[src/deq_pkg.sv]
// ----------------------------------------------------------------------------
// deq_pkg
// Shared types, sizes and ring index helpers for the double-ended queue.
// ----------------------------------------------------------------------------
package deq_pkg;

  localparam int DEPTH       = 16;
  localparam int IDX_W       = $clog2(DEPTH);
  localparam int CNT_W       = $clog2(DEPTH + 1);
  localparam int DATA_W      = 32;
  localparam int MODE_W      = 3;
  localparam int FILL_W      = 5;
  localparam int IN_TDATA_W  = 40;
  localparam int OUT_TDATA_W = 40;

  typedef logic [IDX_W-1:0] idx_t;
  typedef logic [CNT_W-1:0] cnt_t;

  typedef enum logic [MODE_W-1:0] {
    MODE_PUSH_FRONT = 3'd0,
    MODE_PUSH_REAR  = 3'd1,
    MODE_POP_FRONT  = 3'd2,
    MODE_POP_REAR   = 3'd3,
    MODE_PEEK_FRONT = 3'd4,
    MODE_PEEK_REAR  = 3'd5
  } mode_t;

  // Lowest member last: ok lands in bit 0 of the packed word.
  typedef struct packed {
    logic                     full;
    logic                     empty;
    logic [FILL_W-1:0]        fill;
    logic signed [DATA_W-1:0] data;
    logic                     ok;
  } result_t;

  typedef struct packed {
    logic                     en;
    logic                     we;
    idx_t                     addr;
    logic signed [DATA_W-1:0] wdata;
  } mem_req_t;

  function automatic idx_t ring_next(idx_t i);
    return (i == idx_t'(DEPTH - 1)) ? '0 : i + idx_t'(1);
  endfunction

  function automatic idx_t ring_prev(idx_t i);
    return (i == '0) ? idx_t'(DEPTH - 1) : i - idx_t'(1);
  endfunction

endpackage

[src/deq_ram.sv]
// ----------------------------------------------------------------------------
// deq_ram
// Single-port synchronous RAM with a registered read.
// ----------------------------------------------------------------------------
module deq_ram #(
  parameter int Width = 32,
  parameter int Depth = 16
) (
  input  logic                     clk,
  input  logic                     en,
  input  logic                     we,
  input  logic [$clog2(Depth)-1:0] addr,
  input  logic [Width-1:0]         wdata,
  output logic [Width-1:0]         rdata
);

  logic [Width-1:0] mem [Depth];

  always_ff @(posedge clk) begin
    if (en) begin
      if (we) begin
        mem[addr] <= wdata;
      end else begin
        rdata <= mem[addr];
      end
    end
  end

endmodule

[src/deq_ctrl.sv]
// ----------------------------------------------------------------------------
// deq_ctrl
// Front/rear/count bookkeeping, RAM request sequencing and result register.
// ----------------------------------------------------------------------------
module deq_ctrl (
  input  logic                             clk,
  input  logic                             rst,
  input  logic                             in_valid,
  output logic                             in_ready,
  input  logic [deq_pkg::MODE_W-1:0]       in_mode,
  input  logic signed [deq_pkg::DATA_W-1:0] in_value,
  output logic                             out_valid,
  input  logic                             out_ready,
  output deq_pkg::result_t                 res,
  output deq_pkg::mem_req_t                mem_req,
  input  logic signed [deq_pkg::DATA_W-1:0] rd_data
);

  typedef enum logic [1:0] {
    ST_IDLE = 2'b01,
    ST_READ = 2'b10
  } state_t;

  state_t          state;
  deq_pkg::idx_t   front, front_next;
  deq_pkg::idx_t   rear, rear_next;
  deq_pkg::cnt_t   count, count_next;
  logic            accept;
  logic            is_full, is_empty;
  logic            ok_c, rd_c;
  logic            out_valid_next;

  assign is_full  = (count == deq_pkg::cnt_t'(deq_pkg::DEPTH));
  assign is_empty = (count == '0);
  assign in_ready = (state == ST_IDLE) && (!out_valid || out_ready);
  assign accept   = in_valid && in_ready;

  always_comb begin
    front_next    = front;
    rear_next     = rear;
    count_next    = count;
    ok_c          = 1'b0;
    rd_c          = 1'b0;
    mem_req       = '0;
    mem_req.wdata = in_value;
    unique case (deq_pkg::mode_t'(in_mode))
      deq_pkg::MODE_PUSH_FRONT: begin
        if (!is_full) begin
          front_next   = deq_pkg::ring_prev(front);
          count_next   = count + deq_pkg::cnt_t'(1);
          ok_c         = 1'b1;
          mem_req.we   = 1'b1;
          mem_req.addr = deq_pkg::ring_prev(front);
        end
      end
      deq_pkg::MODE_PUSH_REAR: begin
        if (!is_full) begin
          rear_next    = deq_pkg::ring_next(rear);
          count_next   = count + deq_pkg::cnt_t'(1);
          ok_c         = 1'b1;
          mem_req.we   = 1'b1;
          mem_req.addr = rear;
        end
      end
      deq_pkg::MODE_POP_FRONT: begin
        if (!is_empty) begin
          front_next   = deq_pkg::ring_next(front);
          count_next   = count - deq_pkg::cnt_t'(1);
          ok_c         = 1'b1;
          rd_c         = 1'b1;
          mem_req.addr = front;
        end
      end
      deq_pkg::MODE_POP_REAR: begin
        if (!is_empty) begin
          rear_next    = deq_pkg::ring_prev(rear);
          count_next   = count - deq_pkg::cnt_t'(1);
          ok_c         = 1'b1;
          rd_c         = 1'b1;
          mem_req.addr = deq_pkg::ring_prev(rear);
        end
      end
      deq_pkg::MODE_PEEK_FRONT: begin
        if (!is_empty) begin
          ok_c         = 1'b1;
          rd_c         = 1'b1;
          mem_req.addr = front;
        end
      end
      deq_pkg::MODE_PEEK_REAR: begin
        if (!is_empty) begin
          ok_c         = 1'b1;
          rd_c         = 1'b1;
          mem_req.addr = deq_pkg::ring_prev(rear);
        end
      end
      default: begin
      end
    endcase
    // Only a beat that is actually taken touches the RAM.
    mem_req.en = accept && (mem_req.we || rd_c);
    mem_req.we = mem_req.we && accept;
  end

  always_comb begin
    out_valid_next = out_valid && !out_ready;
    if (accept) begin
      out_valid_next = !rd_c;
    end else if (state == ST_READ) begin
      out_valid_next = 1'b1;
    end
  end

  always_ff @(posedge clk) begin
    if (rst) begin
      state     <= ST_IDLE;
      front     <= '0;
      rear      <= '0;
      count     <= '0;
      out_valid <= 1'b0;
    end else begin
      out_valid <= out_valid_next;
      if (accept) begin
        front <= front_next;
        rear  <= rear_next;
        count <= count_next;
        if (rd_c) begin
          state <= ST_READ;
        end
      end else if (state == ST_READ) begin
        state <= ST_IDLE;
      end
    end
  end

  // Result payload: flags at accept, read data while in ST_READ.
  always_ff @(posedge clk) begin
    if (accept) begin
      res.ok    <= ok_c;
      res.data  <= '0;
      res.fill  <= deq_pkg::FILL_W'(count_next);
      res.empty <= (count_next == '0);
      res.full  <= (count_next == deq_pkg::cnt_t'(deq_pkg::DEPTH));
    end else if (state == ST_READ) begin
      res.data <= rd_data;
    end
  end

endmodule

[src/double_ended_queue.sv]
// ----------------------------------------------------------------------------
// double_ended_queue
// Fixed-depth deque of signed 32-bit values held in a ring buffer RAM.
// ----------------------------------------------------------------------------
// Usage:
//   Requests enter on the s_ channel, one beat per request; every request
//   returns exactly one result beat on the m_ channel, in request order.
//   s_tdata: mode (push/pop/peek at front or rear) and the value to push.
//   m_tdata: ok flag, popped or peeked value (zero otherwise), fill count
//   after the request, and empty/full flags.
// Results:
//   Pushes, rejected requests and unused modes show their result in the cycle
//   after acceptance and the next request may enter in that same cycle.
//   Pops and peeks wait on the registered RAM read port: the read data is
//   captured in ST_READ, and no new request enters until the result shows.
// Reset:
//   rst clears the indices and the count; the queue is empty afterwards and
//   the RAM contents are only read once written.
// Stall:
//   A result held on m_ while m_tready is low blocks new requests; a pending
//   result that is taken frees the slot for a request in the same cycle.
// ----------------------------------------------------------------------------
module double_ended_queue (
  input  logic                               clk,
  input  logic                               rst,
  input  logic                               s_tvalid,
  output logic                               s_tready,
  // [2:0] mode, [34:3] value, [39:35] zero
  input  logic [deq_pkg::IN_TDATA_W-1:0]     s_tdata,
  output logic                               m_tvalid,
  input  logic                               m_tready,
  // [0] ok, [32:1] data_out, [37:33] fill_count, [38] is_empty, [39] is_full
  output logic [deq_pkg::OUT_TDATA_W-1:0]    m_tdata
);

  deq_pkg::mem_req_t                  mem_req;
  deq_pkg::result_t                   res;
  logic signed [deq_pkg::DATA_W-1:0]  rd_data;
  logic [deq_pkg::DATA_W-1:0]         rd_raw;

  assign rd_data = signed'(rd_raw);
  assign m_tdata = res;

  deq_ram #(
    .Width (deq_pkg::DATA_W),
    .Depth (deq_pkg::DEPTH)
  ) u_ram (
    .clk   (clk),
    .en    (mem_req.en),
    .we    (mem_req.we),
    .addr  (mem_req.addr),
    .wdata (mem_req.wdata),
    .rdata (rd_raw)
  );

  deq_ctrl u_ctrl (
    .clk       (clk),
    .rst       (rst),
    .in_valid  (s_tvalid),
    .in_ready  (s_tready),
    .in_mode   (s_tdata[deq_pkg::MODE_W-1:0]),
    .in_value  (s_tdata[deq_pkg::MODE_W +: deq_pkg::DATA_W]),
    .out_valid (m_tvalid),
    .out_ready (m_tready),
    .res       (res),
    .mem_req   (mem_req),
    .rd_data   (rd_data)
  );

`ifndef SYNTHESIS
  a_no_take_while_stalled: assert property (@(posedge clk) disable iff (rst)
    (m_tvalid && !m_tready) |-> !s_tready)
    else $error("request taken while result is stalled");

  a_empty_flag: assert property (@(posedge clk) disable iff (rst)
    m_tvalid |-> (res.empty == (res.fill == '0)))
    else $error("empty flag disagrees with fill count");

  a_full_flag: assert property (@(posedge clk) disable iff (rst)
    m_tvalid |-> (res.full == (res.fill == deq_pkg::FILL_W'(deq_pkg::DEPTH))))
    else $error("full flag disagrees with fill count");

  a_failed_zero: assert property (@(posedge clk) disable iff (rst)
    (m_tvalid && !res.ok) |-> (res.data == '0))
    else $error("rejected request returned nonzero data");
`endif

endmodule
[config.mk]
export PLATFORM = sky130hd
export DESIGN_NAME = double_ended_queue
export DESIGN_NICKNAME = d
export VERILOG_FILES = /design/src/deq_pkg.sv /design/src/deq_ram.sv /design/src/deq_ctrl.sv /design/src/double_ended_queue.sv
export SDC_FILE = /design/constraint.sdc
export NUM_CORES = 1
export LEC_CHECK = 0
export BUFFER_PORTS_ARGS = -buffer_cell sky130_fd_sc_hd__buf_2
export CORE_UTILIZATION = 60
export CTS_CLUSTER_SIZE = 16
export DETAILED_ROUTE_END_ITERATION = 8
export GPL_TIMING_DRIVEN = 0
export HOLD_SLACK_MARGIN = 0.1
export PLACE_DENSITY = 0.82
export SYNTH_ARGS = -nofsm -noshare
export SYNTH_HDL_FRONTEND = slang
export SYNTH_SLANG_ARGS = --single-unit
[constraint.sdc]
create_clock -name clk -period 11.4 [get_ports clk]
set_input_delay 0 -clock clk [delete_from_list [all_inputs] [get_ports clk]]
set_output_delay 0 -clock clk [all_outputs]
set_load 0.02 [all_outputs]
==> results of run 1 <==
sequential cells by signal, summed over array words and instances, names as in the netlist:
signal and count:
u_ctrl.res 40, u_ram.mem 512, u_ctrl.out_valid 1, u_ram.rdata 32
u_ctrl.count 5, u_ctrl.state 2, u_ctrl.front 4, u_ctrl.rear 4
cell families after synthesis:
family / after synthesis
and+or+nand+nor: 1069
DFF: 600
buffers and inverters: 140
AOI/OAI and AO/OA: 97
xor gates and xnor gates: 9
muxes: 8
adders and majority gates: 6
per-stage QoR:
step / setup slack (ps) / hold slack (ps) / cells / power [mW]
after floorplan: 7480 / 69.1 / 1929 / 2.71
after global placement: 5710 / 272 / 2526 / 2.85
after detailed placement: 7210 / 281 / 2543 / 2.88
after CTS: 7170 / 108 / 2685 / 4.69
after global routing: 6920 / 149 / 2685 / 4.82
final: 6890 / 128 / 2685 / 4.70
cell type report:
type / count / share of cell area [%]
plain buffers: 126 / 2.23
repair buffers: 133 / 4.26
clock buffers: 79 / 5.77
clock inverters: 26 / 0.804
inverters: 14 / 0.191
well taps: 518 / 2.35
flip-flops and latches: 600 / 63.7
multi-input cells: 1189 / 20.7
path summary, 6_finish.rpt:
check                       to  slack, ps
max          u_ram.mem[12][24]       6890
min            u_ctrl.count[0]        130
min reg2reg      u_ctrl.res[6]        450
max reg2reg  u_ram.mem[12][24]       6890
placed cells by master (no fill, tap or decap), drive strengths merged, types with 3 or more instances in the layout:
| cell | n |
|---|---|
| a31oi | 7 |
| clkinv | 18 |
| ha | 6 |
| buf | 176 |
| bufinv | 3 |
| nor3 | 7 |
| dfxtp | 48 |
| nand2b | 3 |
| nor2b | 3 |
| xnor2 | 7 |
| or3 | 3 |
| nand2 | 588 |
| dlygate4sd3 | 37 |
| a211oi | 4 |
| nand3 | 343 |
| clkbuf | 125 |
| nor3b | 3 |
| edfxtp | 552 |
| o22ai | 5 |
| nand4 | 63 |
| o32ai | 3 |
| o31ai | 6 |
| a21oi | 49 |
| mux2i | 7 |
| inv | 18 |
| and2 | 3 |
| and3 | 6 |
| nor2 | 41 |
| o21ai | 11 |
critical path: stages (launching register included):
cell and delay [ps]:
dfxtp_1 340, clkbuf_1 300, inv_1 140, ha_1 310, xnor2_1 150, and2_1 190, o32ai_1 1160, nand2_1 630
nor2_4 720, buf_16 250
what timing repair did:
| action | CTS | global route |
|---|---|---|
| gates resized for setup | 0 | 0 |
| hold endpoints to repair | 531 | 0 |
| buffers inserted | 0 | 0 |
| hold buffers | 37 | 0 |
per-layer routing:
layer  track usage, %  up-vias  share of wire [%]
met3             8.20      264                 13
met2             51.9     1318                 48
met4             15.0        4                4.6
met5                0        -              0.048
li1                 -     7315                  -
met1             41.0     8077                 35
power by group:
| part | internal (mW) | total [mW] | switching [mW] | leakage [nW] |
|---|---|---|---|---|
| Clock | 1.04 | 1.85 | 0.806 | 0.892 |
| Combinational | 0.117 | 0.423 | 0.306 | 3.41 |
| Sequential | 2.43 | 2.43 | 0.00658 | 5.36 |
| Total | 3.59 | 4.70 | 1.12 | 9.66 |
==> results.cfg, run 1 <==
[status]
status = finished with violations
violations = capacitance limit

[timing]
finClkSkew_ps = 23.3
max_freq_ghz = 0.222
maxSlewViolCount = 0
worst_pin_slew_ps = 1470
post-route-period-util_pct = 39.6
setup_viol = 0
rsz0062_at_grt = false
hold_viol = 0
max_slew_margin_pct = 1.61
fin_tns_setup_ps = 0
period_needed_ps = 4510

[yosys]
mappedNetlistArea_um2 = 23800
synth_edf_count = 552
ys_seq_elements = 600
synth_fa_ha_area_share_pct = 0.316
synth_mux_area_share_pct = 0.342
ys_types = 56
synthTopCellsByArea = edfxtp_1, nand2_1, nand3_1
syn_nets = 1979
yosysSeqAreaShare_pct = 73.8
syn_avg_cell_area_um2 = 12.3
syn_inst = 1929
synthFlopType = edfxtp_1
synth_top_family_by_area = simple AND/OR/NAND/NOR gates
async_reset_ff_share_pct = 0
synth_top_cell_area_share_pct = 69.7
yosysMostFrequentCell = nand2_1
yosys.area.top_type = edfxtp_1
synthTopCellsByCount = nand2_1, edfxtp_1, nand3_1
yosys_warnings = 0
synth_xor_area_share_pct = 0.363
synth-simple-area-share_pct = 19.8
synth_compound_area_share_pct = 2.59

[min_path]
hold_start = s_tvalid
holdPathStages = 6
hold_path.class = in2reg

[place]
numPortBuffers = 79
place.gp.congestion = 0.901
dp_hpwl_mm = 40.9
place_area_um2 = 25300

[critical_path]
startpoint_type = flop
critPathMaxFanout = 18
ff2ff_path_depth = 9
crit_path_start = u_ctrl.rear[0]
crit_arrival_ps = 4830
rr_startpoint = u_ctrl.rear[0]
end_kind = flop
worstPathRequired_ps = 11710
critical_path_class = reg2reg

[run]
maxCapViolCount = 1

[detailed_routing]
wirelength_mm = 64.4
wl_per_cell_um = 24.0
first_pass_iters = 7
vias = 17000
drt_iter0_drc = 2644
via_per_inst = 6.32
ant_nets = 0
drcViolationCount = 0

[final_layout]
fin_area_um2 = 27500
fillers = 2326
drive_above_1_share_pct = 13.1
regArea_um2 = 17500
final_nets = 2170
areaGrowthSynthToFinish_pct = 15.8
fin_util_pct = 70.9
multi_input_area_um2 = 5690
antenna_cells = 0

[floorplan]
initial_utilization_pct = 61.2
row_count = 72
io-pin-count = 86
die_area_um2 = 40400
die_y_um = 201
core_area_um2 = 38800
die_x_um = 201

[global_route]
grt_max_degree = 24
antenna_found_initial = 2
grt_usage_pct = 32.1
grt_pass1_wl_mm = 96.9
grt_overflow = 0
grt_pass1_vias = 16800

[clock_network]
clk-insertion-delay-late_ps = 630
cts_buffers = 56
cts_sinks = 600
clkTransAtPathRegs_ps = 70
cts_buffer_depth = 3
cts_tree = done
htreeDepth = 2
clock-root-buffer = clkbuf_16

[power]
irDropWorstVdd_v = 0.000124
p_leak_nw = 9.66
p_per_area_nw_per_um2 = 171
(Power assumes the default switching activity.)
==> run 2, diff against run 1 <==
- clock period: 11.4 -> 4.25 ns (I/O delays scaled with it)
==> run 2 against run 1 <==
Net effect: the run now ends clean; combinational power grew to 2.7 times the previous value; first-iteration DRC count is 3.6% higher; worst setup slack worse by 6800 ps; register-to-register slack worse by 6800 ps; flip-flop and latch count stayed put; critical path depth is 3 higher; final cell count is 0.19% higher; largest cell class unchanged; largest power group unchanged; highest routed layer unchanged.
==> results.cfg, run 2 (same netlist as run 1, synthesis figures left out) <==
[status]
status = finished clean

[timing]
period_needed_ps = 4180
maxSlewViolCount = 0
post-route-period-util_pct = 98.3
worst_pin_slew_ps = 975
hold_viol = 0
finClkSkew_ps = 25.8
max_freq_ghz = 0.239
fin_ws_ps = 74.3
setup_viol = 0
max_slew_margin_pct = 35.0

[final_layout]
fin_area_um2 = 27600
antenna_cells = 0
final_cell_mix = nand2_1, edfxtp_1, nand3_1, buf_2, nand4_1
top_register = u_ram.mem
fillers = 2319
areaGrowthSynthToFinish_pct = 16.0
final_nets = 2175
layout_commonest_cell = nand2_1
drive_above_1_share_pct = 13.3
reg.largest.list = u_ram.mem (512), u_ctrl.res (40), u_ram.rdata (32)
largest_reg_flops = 512

[clock_network]
cts_tree = done
cts_sinks = 600
htreeDepth = 2
clock-root-buffer = clkbuf_16
clk-insertion-delay-late_ps = 630
clkTransAtPathRegs_ps = 70
cts_buffers = 56
cts_buffer_depth = 3

[global_route]
grt_pass1_vias = 16800
grt_pass1_wl_mm = 96.9
grt_usage_pct = 32.1
antenna_found_initial = 2
grt_max_degree = 24
grt_overflow = 0

[place]
place.gp.congestion = 0.901
numPortBuffers = 79
dp_hpwl_mm = 40.9
dp_slack_ps = 56.5
place_area_um2 = 25300

[detailed_routing]
wirelength_mm = 65.0
via_per_inst = 6.33
vias = 17000
drt_iter0_drc = 2739
first_pass_iters = 8
drcViolationCount = 0
wl_per_cell_um = 24.2
ant_nets = 0

[power]
p_per_area_nw_per_um2 = 458
p_leak_nw = 9.69
power.share.switching_pct = 23.8
finalPower_mw = 12.6
pwr-share-comb_pct = 9.0
p_int_mw = 9.62
p_sw_mw = 3.01
irDropWorstVdd_v = 0.000328
pwr-share-clk_pct = 39.3
p_seq_share_pct = 51.7

[critical_path]
cp_common_cell = buf_2
r2r-end = u_ram.mem[13][24]
crit_path_start = u_ctrl.count[0]
crit_end = u_ram.mem[13][24]
crit_cells = 12
rr_startpoint = u_ctrl.count[0]
cpPeakStageDelay_ps = 560
end_kind = flop
crit_slowest_cell = nor2_4
ff2ff_path_depth = 12
worstPathRequired_ps = 4560
startpoint_type = flop
critPathMaxFanout = 20
cp_cell_sequence = inv_1 -> ha_1 -> nor3b_2 -> a211o_1 -> buf_2 -> o22ai_2 -> buf_2 -> buf_2 -> buf_2 -> nand2_1 -> nor2_4 -> buf_12
worst-r2r-setup-slack_ps = 70
critical_path_class = reg2reg
path_buf_inv = 6
cp_top_family = buffers and inverters
crit_arrival_ps = 4480

[min_path]
hold_path.class = in2reg

[floorplan]
die_area_um2 = 40400
initial_utilization_pct = 61.2
die_y_um = 201
die_x_um = 201
core_area_um2 = 38800
io-pin-count = 86
row_count = 72

[run]
maxCapViolCount = 0
run 2: layer usage:
layer,GRT usage (%),vias to the layer above,share of wire [%]
met1,41.0,8159,35
met3,8.20,237,13
li1,-,7325,-
met2,51.9,1302,48
met5,0,-,0.048
met4,15.0,4,4.2
run 2: how the worst min path moves through the flow:
stage / endpoint / depth (start not counted) / slack, ps / from
after floorplan: u_ctrl.rear[2] / 1 / 70 / rst
after global placement: u_ctrl.rear[2] / 2 / 270 / rst
after detailed placement: u_ctrl.rear[2] / 2 / 280 / rst
after CTS: u_ctrl.count[0] / 6 / 110 / s_tvalid
after global routing: u_ctrl.count[0] / 6 / 150 / s_tvalid
final: u_ctrl.count[0] / 6 / 120 / s_tvalid
run 2: power by group through the flow:
stage	Clock (mW)	Sequential (mW)	Combinational, mW
after global routing	5.19	6.53	1.21
after detailed placement	0	6.65	1.06
final	4.96	6.53	1.14
after CTS	4.96	6.53	1.10
after global placement	0	6.65	0.987
after floorplan	0	6.67	0.603
run 2: repair_timing:
action,CTS,global route
buffers inserted,0,5
setup endpoints to repair,0,135
hold buffers,37,0
hold endpoints to repair,531,0
gates resized for setup,0,1
run 2: worst register-to-register path: cells and delay by family (launching register included):
kind            cells  cell delay, ps
simple gates        3            1050
fa+ha+maj           1             240
buf+inv             6            1570
flops               1             380
compound gates      2             600
run 2: per-stage QoR:
step           TNS [ps]  hold slack, ps  std cells  util (%)
2_1_floorplan         0            69.1       1929         -
3_3_place_gp    -593370             272       2526      63.9
3_5_place_dp          0             281       2543      65.3
4_1_cts               0             108       2685      70.9
5_1_grt           -66.4             151       2690      71.0
6_report              0             118       2690      71.0
run 2: cell type report:
type                            instances  area [um^2]  share of cell area [%]
Multi-Input combinational cell       1189         5700                    20.7
Inverter                               14         52.6                   0.190
Sequential cell                       600        17500                    63.6
Tap cell                              518          648                    2.35
Timing Repair Buffer                  138         1220                    4.44
Clock inverter                         26          221                   0.803
Buffer                                126          614                    2.23
Clock buffer                           79         1590                    5.76
